--- config.mk ---
export PLATFORM = sky130hd
export DESIGN_NAME = superfasthash_byte_stream
export DESIGN_NICKNAME = d
export VERILOG_FILES = /design/src/rtl/sfh_pkg.sv /design/src/rtl/sfh_regs.sv /design/src/rtl/sfh_mix.sv /design/src/rtl/sfh_final.sv /design/src/rtl/superfasthash_byte_stream.sv
export SDC_FILE = /design/constraint.sdc
export NUM_CORES = 1
export LEC_CHECK = 0
export ABC_AREA = 1
export CAP_MARGIN = 20
export CORE_AREA = 5 5 230 232
export CTS_BUF_LIST = sky130_fd_sc_hd__clkbuf_8
export CTS_CLUSTER_DIAMETER = 200
export CTS_CLUSTER_SIZE = 12
export DETAILED_ROUTE_END_ITERATION = 7
export DIE_AREA = 0 0 235 237
export DONT_BUFFER_PORTS = 1
export GPL_ROUTABILITY_DRIVEN = 0
export GPL_TIMING_DRIVEN = 0
export PLACE_DENSITY_LB_ADDON = 0.05
export SLEW_MARGIN = 10
export SYNTH_ARGS = -nofsm -noshare
export SYNTH_HDL_FRONTEND = slang
export SYNTH_HIERARCHICAL = 1
export SYNTH_SLANG_ARGS = --single-unit
--- constraint.sdc ---
create_clock -name clk_i -period 15.63 [get_ports clk_i]
set_input_delay 3.126 -clock clk_i [delete_from_list [all_inputs] [get_ports clk_i]]
set_output_delay 3.126 -clock clk_i [all_outputs]
set_load 0.02 [all_outputs]
--- src/rtl/sfh_pkg.sv ---
// Package with shared types, constants and mixing functions of the SuperFastHash byte stream.
package sfh_pkg;

  localparam int unsigned LenW   = 16;
  localparam int unsigned HashW  = 32;
  localparam int unsigned ByteW  = 8;
  localparam int unsigned AddrW  = 3;
  localparam int unsigned DataW  = 32;
  localparam logic [LenW-1:0] LenReset = 16'd101;

  typedef enum logic [1:0] {
    TAIL_NONE  = 2'd0,
    TAIL_ONE   = 2'd1,
    TAIL_TWO   = 2'd2,
    TAIL_THREE = 2'd3
  } tail_e;

  typedef struct packed {
    logic             valid;
    logic [HashW-1:0] hash;
    tail_e            tail;
    logic [ByteW-1:0] b0;
    logic [ByteW-1:0] b1;
    logic [ByteW-1:0] b2;
  } job_t;

  function automatic logic [HashW-1:0] sext8(input logic [ByteW-1:0] b);
    return {{(HashW-ByteW){b[ByteW-1]}}, b};
  endfunction

  function automatic logic [HashW-1:0] group_mix(input logic [HashW-1:0] h,
                                                 input logic [15:0] lo,
                                                 input logic [15:0] hi);
    logic [HashW-1:0] h2;
    logic [HashW-1:0] t;
    logic [HashW-1:0] h3;
    h2 = h + {16'd0, lo};
    t  = ({16'd0, hi} << 11) ^ h2;
    h3 = (h2 << 16) ^ t;
    return h3 + (h3 >> 11);
  endfunction

  function automatic logic [HashW-1:0] tail_mix(input logic [HashW-1:0] h,
                                                input tail_e tail,
                                                input logic [ByteW-1:0] b0,
                                                input logic [ByteW-1:0] b1,
                                                input logic [ByteW-1:0] b2);
    logic [HashW-1:0] r;
    r = h;
    case (tail)
      TAIL_THREE: begin
        r = r + {16'd0, b1, b0};
        r = r ^ (r << 16);
        r = r ^ (sext8(b2) << 18);
        r = r + (r >> 11);
      end
      TAIL_TWO: begin
        r = r + {16'd0, b1, b0};
        r = r ^ (r << 11);
        r = r + (r >> 17);
      end
      TAIL_ONE: begin
        r = r + sext8(b0);
        r = r ^ (r << 10);
        r = r + (r >> 1);
      end
      default: begin
        r = h;
      end
    endcase
    return r;
  endfunction

  function automatic logic [HashW-1:0] aval_a(input logic [HashW-1:0] h);
    logic [HashW-1:0] r;
    r = h ^ (h << 3);
    r = r + (r >> 5);
    return r;
  endfunction

  function automatic logic [HashW-1:0] aval_b(input logic [HashW-1:0] h);
    logic [HashW-1:0] r;
    r = h ^ (h << 4);
    r = r + (r >> 17);
    r = r ^ (r << 25);
    r = r + (r >> 6);
    return r;
  endfunction

endpackage

--- src/rtl/sfh_regs.sv ---
// APB-style configuration register holding the message length.
module sfh_regs (
  input  logic                       clk_i,
  input  logic                       rst_ni,
  input  logic                       psel,
  input  logic                       penable,
  input  logic                       pwrite,
  input  logic [sfh_pkg::AddrW-1:0]  paddr,
  input  logic [sfh_pkg::DataW-1:0]  pwdata,
  output logic [sfh_pkg::DataW-1:0]  prdata,
  output logic                       pready,
  output logic [sfh_pkg::LenW-1:0]   msg_length_o
);

  logic [sfh_pkg::LenW-1:0] len_q;
  logic [sfh_pkg::LenW-1:0] len_d;
  logic                     sel_len;

  assign sel_len = (paddr[sfh_pkg::AddrW-1] == 1'b0);
  assign pready  = 1'b1;

  always_comb begin
    len_d = len_q;
    if (psel && penable && pwrite && sel_len) begin
      len_d = pwdata[sfh_pkg::LenW-1:0];
    end
  end

  always_ff @(posedge clk_i or negedge rst_ni) begin
    if (!rst_ni) begin
      len_q <= sfh_pkg::LenReset;
    end else begin
      len_q <= len_d;
    end
  end

  always_comb begin
    prdata = '0;
    if (sel_len) begin
      prdata = {{(sfh_pkg::DataW-sfh_pkg::LenW){1'b0}}, len_q};
    end
  end

  assign msg_length_o = len_q;

endmodule

--- src/rtl/sfh_mix.sv ---
// Message state: byte count, group gathering and per-group mixing of the hash.
module sfh_mix (
  input  logic                        clk_i,
  input  logic                        rst_ni,
  input  logic                        advance_i,
  input  logic                        in_valid_i,
  input  logic [sfh_pkg::ByteW-1:0]   data_byte_i,
  input  logic [sfh_pkg::LenW-1:0]    msg_length_i,
  output sfh_pkg::job_t               job_o
);

  logic [sfh_pkg::HashW-1:0] acc_q, acc_d;
  logic [sfh_pkg::LenW-1:0]  seen_q, seen_d;
  logic [sfh_pkg::ByteW-1:0] gb_q [3];
  logic [sfh_pkg::ByteW-1:0] gb_d [3];
  sfh_pkg::job_t             job_q, job_d;

  logic                      take;
  logic [1:0]                lane;
  logic [sfh_pkg::LenW:0]    count;
  logic                      last;
  logic [sfh_pkg::HashW-1:0] base;
  logic [sfh_pkg::HashW-1:0] mixed;

  assign take  = in_valid_i && advance_i && (msg_length_i != '0);
  assign lane  = seen_q[1:0];
  assign count = {1'b0, seen_q} + {{sfh_pkg::LenW{1'b0}}, 1'b1};
  assign last  = (count >= {1'b0, msg_length_i});
  assign base  = (seen_q == '0) ? {{(sfh_pkg::HashW-sfh_pkg::LenW){1'b0}}, msg_length_i}
                                : acc_q;
  assign mixed = sfh_pkg::group_mix(base, {gb_q[1], gb_q[0]}, {data_byte_i, gb_q[2]});

  always_comb begin
    acc_d  = acc_q;
    seen_d = seen_q;
    gb_d   = gb_q;
    job_d  = job_q;
    if (advance_i) begin
      job_d.valid = 1'b0;
    end
    if (take) begin
      if (lane == 2'd3) begin
        acc_d = mixed;
      end else begin
        acc_d          = base;
        gb_d[lane]     = data_byte_i;
      end
      seen_d      = last ? '0 : count[sfh_pkg::LenW-1:0];
      job_d.valid = last;
      job_d.hash  = acc_d;
      job_d.tail  = sfh_pkg::tail_e'(count[1:0]);
      job_d.b0    = gb_d[0];
      job_d.b1    = gb_d[1];
      job_d.b2    = gb_d[2];
    end
  end

  always_ff @(posedge clk_i or negedge rst_ni) begin
    if (!rst_ni) begin
      acc_q  <= '0;
      seen_q <= '0;
      job_q  <= '0;
    end else begin
      acc_q  <= acc_d;
      seen_q <= seen_d;
      job_q  <= job_d;
    end
  end

  always_ff @(posedge clk_i) begin
    gb_q <= gb_d;
  end

  assign job_o = job_q;

endmodule

--- src/rtl/sfh_final.sv ---
// Tail mixing and avalanche steps, ending in the result register.
module sfh_final (
  input  logic                        clk_i,
  input  logic                        rst_ni,
  input  logic                        advance_i,
  input  sfh_pkg::job_t               job_i,
  output logic                        out_valid_o,
  output logic [sfh_pkg::HashW-1:0]   hash_value_o
);

  logic                      s2_valid_q, s2_valid_d;
  logic [sfh_pkg::HashW-1:0] s2_hash_q, s2_hash_d;
  logic                      res_valid_q, res_valid_d;
  logic [sfh_pkg::HashW-1:0] res_hash_q, res_hash_d;

  always_comb begin
    s2_valid_d  = s2_valid_q;
    s2_hash_d   = s2_hash_q;
    res_valid_d = res_valid_q;
    res_hash_d  = res_hash_q;
    if (advance_i) begin
      s2_valid_d  = job_i.valid;
      s2_hash_d   = sfh_pkg::aval_a(sfh_pkg::tail_mix(job_i.hash, job_i.tail,
                                                      job_i.b0, job_i.b1, job_i.b2));
      res_valid_d = s2_valid_q;
      res_hash_d  = sfh_pkg::aval_b(s2_hash_q);
    end
  end

  always_ff @(posedge clk_i or negedge rst_ni) begin
    if (!rst_ni) begin
      s2_valid_q  <= 1'b0;
      res_valid_q <= 1'b0;
    end else begin
      s2_valid_q  <= s2_valid_d;
      res_valid_q <= res_valid_d;
    end
  end

  always_ff @(posedge clk_i) begin
    s2_hash_q  <= s2_hash_d;
    res_hash_q <= res_hash_d;
  end

  assign out_valid_o  = res_valid_q;
  assign hash_value_o = res_hash_q;

endmodule

--- src/rtl/superfasthash_byte_stream.sv ---
// Top level of the SuperFastHash byte stream engine.
// Throughput: one byte per cycle while in_ready_o is high; each byte is folded into the
// message state as it is taken. The finished job moves from the job register through the
// s2 register into the result register, one step per pipeline advance.
// The three stages advance together whenever the result register is empty or being taken.
// Reset clears the byte count, the running hash and all valid flags, and sets the length to 101.
module superfasthash_byte_stream (
  input  logic                        clk_i,
  input  logic                        rst_ni,
  input  logic                        psel,
  input  logic                        penable,
  input  logic                        pwrite,
  input  logic [sfh_pkg::AddrW-1:0]   paddr,
  input  logic [sfh_pkg::DataW-1:0]   pwdata,
  output logic [sfh_pkg::DataW-1:0]   prdata,
  output logic                        pready,
  input  logic                        in_valid_i,
  output logic                        in_ready_o,
  input  logic [sfh_pkg::ByteW-1:0]   data_byte_i,
  output logic                        out_valid_o,
  input  logic                        out_ready_i,
  output logic [sfh_pkg::HashW-1:0]   hash_value_o
);

  logic [sfh_pkg::LenW-1:0] msg_length;
  logic                     advance;
  sfh_pkg::job_t            job;

  assign advance    = !out_valid_o || out_ready_i;
  assign in_ready_o = advance;

  sfh_regs u_regs (
    .clk_i        (clk_i),
    .rst_ni       (rst_ni),
    .psel         (psel),
    .penable      (penable),
    .pwrite       (pwrite),
    .paddr        (paddr),
    .pwdata       (pwdata),
    .prdata       (prdata),
    .pready       (pready),
    .msg_length_o (msg_length)
  );

  sfh_mix u_mix (
    .clk_i        (clk_i),
    .rst_ni       (rst_ni),
    .advance_i    (advance),
    .in_valid_i   (in_valid_i),
    .data_byte_i  (data_byte_i),
    .msg_length_i (msg_length),
    .job_o        (job)
  );

  sfh_final u_final (
    .clk_i        (clk_i),
    .rst_ni       (rst_ni),
    .advance_i    (advance),
    .job_i        (job),
    .out_valid_o  (out_valid_o),
    .hash_value_o (hash_value_o)
  );

endmodule

==> impl_summary.log <==
INFO  metric dr.pass1.iters = 6
INFO  metric dieHeight = 237 microns
INFO  metric fin_skew = 21.2 ps
INFO  metric start_kind = flip-flop
INFO  metric worst_ep_required_time = 15940 ps
INFO  metric gr-usage-all-layers = 30.5%
INFO  metric post_cts_sizing_count = 0
INFO  metric dr.first_iter.drc_count = 2679
INFO  metric worst_setup_hold_path_clk_slew = 100 ps
INFO  metric max_stage_delay = 1010 ps
INFO  metric drc_errors = 0
INFO  metric clock_root_cell = sky130_fd_sc_hd__clkbuf_8
INFO  metric viasPerCell = 5.55
INFO  metric worst_hold_path.num_cells = 2
INFO  metric type_of_the_worst_setup_path = reg -> reg
INFO  metric floorplan.initialDensity = 49.2%
INFO  metric first_global_vias = 23242
INFO  metric grt_first_pass_wirelength = 133000 microns
INFO  metric worst_pin_slew = 1200 ps
INFO  metric post-route-period-util = 56.2%
INFO  metric synth-warning-count = 6
INFO  metric timing.fmax = 0.114 GHz
INFO  metric cts_setup_buffers = 0
INFO  metric final-max-slew-violation-count = 0
INFO  metric setup_viol = 0
INFO  metric syn-mean-instance-area = 6.43 sq um
INFO  metric holdCritPathClass = reg -> reg
INFO  metric critical-path-slowest-cell = sky130_fd_sc_hd__dfrtp_1
INFO  metric cts_max_path_buffers = 2
INFO  metric layout_min_cycle_time = 8780 ps
INFO  metric edff_count_synth = 88
INFO  metric cts.sink_count = 181
INFO  metric most_used_flip_flop_cell_after_synthesis = sky130_fd_sc_hd__dfrtp_1
INFO  metric routedWlPerCell = 19.1 microns
INFO  metric design.die.area = 55700 sq um
INFO  metric cp_data_arrival_time = 9090 ps
INFO  metric worst_path_most_repeated_cell = sky130_fd_sc_hd__nand2_1
INFO  metric fill_cells = 5361
INFO  metric cts_hold_buf = 0
INFO  metric grt_start_max_net_pins = 94
INFO  metric clkLatencyLatePin = 530 ps
INFO  metric finalHoldViolCount = 0
INFO  metric vias = 25563
INFO  metric synth.cell_area = 25000 sq um
INFO  metric relSlewSlack = 19.6%
INFO  metric ys_seq_elements = 181
INFO  metric h_tree_depth_reported_by_cts = 4
INFO  metric layout.nets = 4206
INFO  metric ys_types = 66
INFO  metric tritoncts = built
INFO  metric post_route_cells_drive_above_1_share = 6.19%
INFO  metric ff2ff_path_depth = 42
INFO  metric width_of_the_chip = 235 microns
INFO  metric number_of_antenna_violations_at_the_first_check_in_global_routing = 1
INFO  metric count_of_input_and_output_buffers = 0
INFO  metric dp_hpwl = 73300 microns
INFO  metric grt_remaining_overflow = 0
INFO  metric synth-async-reset-ratio = 51.4%
INFO  metric maximum_capacitance_violations = 0
INFO  metric postRouteWirelength = 88100 microns
INFO  metric critical_path.endpoint_type = flip-flop
INFO  metric total_clock_buffers_created_by_cts = 17
INFO  metric yosysSeqAreaShare = 19.9%
INFO  metric status = complete, no violations
INFO  metric row_count = 83
INFO  metric highest_fanout_seen_on_the_critical_path = 26
INFO  metric grt_setup_unrepaired = false
INFO  metric antenna_violating_nets_post_route = 0
INFO  metric tns = 0 ps
INFO  metric pin_count = 117
INFO  metric core_area = 50800 sq um
INFO  metric synth_cells = 3880
INFO  metric synth_to_layout_area_growth = 5.37%
## sequential cells by signal, summed over array words and instances, names as in the netlist
name and count:
u_final/s2_hash_q 32, u_mix/job_o 59, u_mix/seen_q 16, u_final/s2_valid_q 1
u_regs/msg_length_o 16, u_final/out_valid_o 1, u_final/hash_value_o 32, u_mix/gb_q 24
## metrics by stage
stage                     worst slack, ps  instances  hold WS (ps)  cell area [sq um]  util [%]
after detailed placement             7030       4576           474              25900      51.0
after global placement               6980       4575           465              25900      50.9
after floorplan                      7780       3895           447              25000         -
final                                6850       4609           489              26300      51.8
after CTS                            7010       4608           490              26300      51.8
after global routing                 6090       4609           515              26300      51.8
## layout make-up
| class | count | area (sq um) | share of cell area [%] |
|---|---|---|---|
| buffer | 71 | 395 | 1.50 |
| timing repair buffer | 1 | 20.0 | 0.0761 |
| clock buffer | 20 | 275 | 1.05 |
| clock inverter | 12 | 128 | 0.485 |
| multi-input combinational | 3147 | 17800 | 67.7 |
| inverter | 496 | 1860 | 7.08 |
| sequential | 181 | 4970 | 18.9 |
| tap | 680 | 851 | 3.23 |
| antenna | 1 | 2.50 | 0.00951 |
## metal layers
metal / vias to the layer above / routed length [microns] / global-route usage, %
met5: - / 0 / 0
li1: 12855 / - / -
met2: 1027 / 38100 / 47.9
met3: 199 / 7630 / 5.43
met1: 11482 / 37700 / 41.0
met4: 0 / 4670 / 13.9
## Yosys cell counts (10+ instances only)
cell type                  number  area, sq um
sky130_fd_sc_hd__nand2_1     1116         4190
sky130_fd_sc_hd__inv_1        470         1760
sky130_fd_sc_hd__nand3_1      308         1540
sky130_fd_sc_hd__a21oi_1      302         1510
sky130_fd_sc_hd__nor2_1       269         1010
sky130_fd_sc_hd__ha_1         232         2900
sky130_fd_sc_hd__o21ai_0      211         1060
sky130_fd_sc_hd__xor2_1       185         1620
sky130_fd_sc_hd__dfrtp_1       89         2230
sky130_fd_sc_hd__edfxtp_1      88         2640
sky130_fd_sc_hd__xnor2_1       83          727
sky130_fd_sc_hd__nand2_2       59          369
sky130_fd_sc_hd__nand4_1       56          350
sky130_fd_sc_hd__clkbuf_1      37          139
sky130_fd_sc_hd__nor3_1        30          150
sky130_fd_sc_hd__nor2_2        24          150
sky130_fd_sc_hd__buf_4         21          158
sky130_fd_sc_hd__inv_2         20         75.1
sky130_fd_sc_hd__nand3_2       20          200
sky130_fd_sc_hd__o211ai_1      20          150
sky130_fd_sc_hd__a31oi_1       17          106
sky130_fd_sc_hd__o21ai_1       16         80.1
sky130_fd_sc_hd__o21bai_1      15          113
sky130_fd_sc_hd__or2_2         15         93.8
sky130_fd_sc_hd__nor2_4        13          146
sky130_fd_sc_hd__nor4_1        13         81.3
sky130_fd_sc_hd__nand3b_1      12         90.1
sky130_fd_sc_hd__a21boi_1      11         82.6
sky130_fd_sc_hd__a21o_1        11         82.6
sky130_fd_sc_hd__a21boi_0      10         75.1
sky130_fd_sc_hd__nand2_4       10          113
## worst max-delay path, delay by kind of cell, from the launching register on
kind | cells | cell delay (ps)
XOR/XNOR | 1 | 180
AND/OR/NAND/NOR | 19 | 2030
AO/OA/AOI/OAI | 16 | 3870
adder cells (fa/ha/maj) | 3 | 1220
flip-flops | 1 | 1010
buffers and inverters | 3 | 230
## final timing paths
| check | from | to | slack (ps) |
|---|---|---|---|
| worst max-delay path | u_mix/job_o[23] | u_final/s2_hash_q[31] | 6850 |
| worst min-delay path | u_regs/msg_length_o[5] | u_regs/msg_length_o[5] | 490 |
| worst max register to register | u_mix/job_o[23] | u_final/s2_hash_q[31] | 6850 |
| worst min register to register | u_regs/msg_length_o[5] | u_regs/msg_length_o[5] | 490 |
| max in group asynchronous | rst_ni | u_regs/msg_length_o[2] | 13120 |
| min in group asynchronous | rst_ni | u_mix/seen_q[13] | 2300 |
## placed cells by master (no fill, tap or decap), drive strengths merged, types with 3 or more instances in the layout
cell type | netlist | final
nand2 | 1185 | 1185
inv | 490 | 494
nand3 | 331 | 331
nor2 | 307 | 307
a21oi | 303 | 303
ha | 232 | 232
o21ai | 228 | 228
xor2 | 186 | 186
dfrtp | 89 | 89
edfxtp | 88 | 88
xnor2 | 83 | 83
clkbuf | 37 | 57
nand4 | 56 | 56
buf | 34 | 35
nor3 | 31 | 31
a21boi | 21 | 21
o211ai | 20 | 20
or2 | 20 | 20
a31oi | 17 | 17
conb | 2 | 17
o21bai | 17 | 17
nor4 | 13 | 13
nand3b | 12 | 12
a21o | 11 | 11
clkinv | 6 | 11
fa | 9 | 9
o2111ai | 8 | 8
o22ai | 6 | 6
o21a | 6 | 6
a211oi | 5 | 5
dfstp | 4 | 4
a221oi | 3 | 3
and3 | 3 | 3
## cell families after synthesis
family / Yosys count / synth area share (%)
and+or+nand+nor: 1963 / 34.6
adders and majority gates: 241 / 12.3
other: 2 / 0.0301
AOI/OAI and AO/OA: 656 / 14.5
DFF: 181 / 19.9
buffers and inverters: 567 / 9.04
xor gates and xnor gates: 270 / 9.56
Power is not shown: default switching activity piles up to over one toggle a cycle in this logic, so the estimate is an artifact.
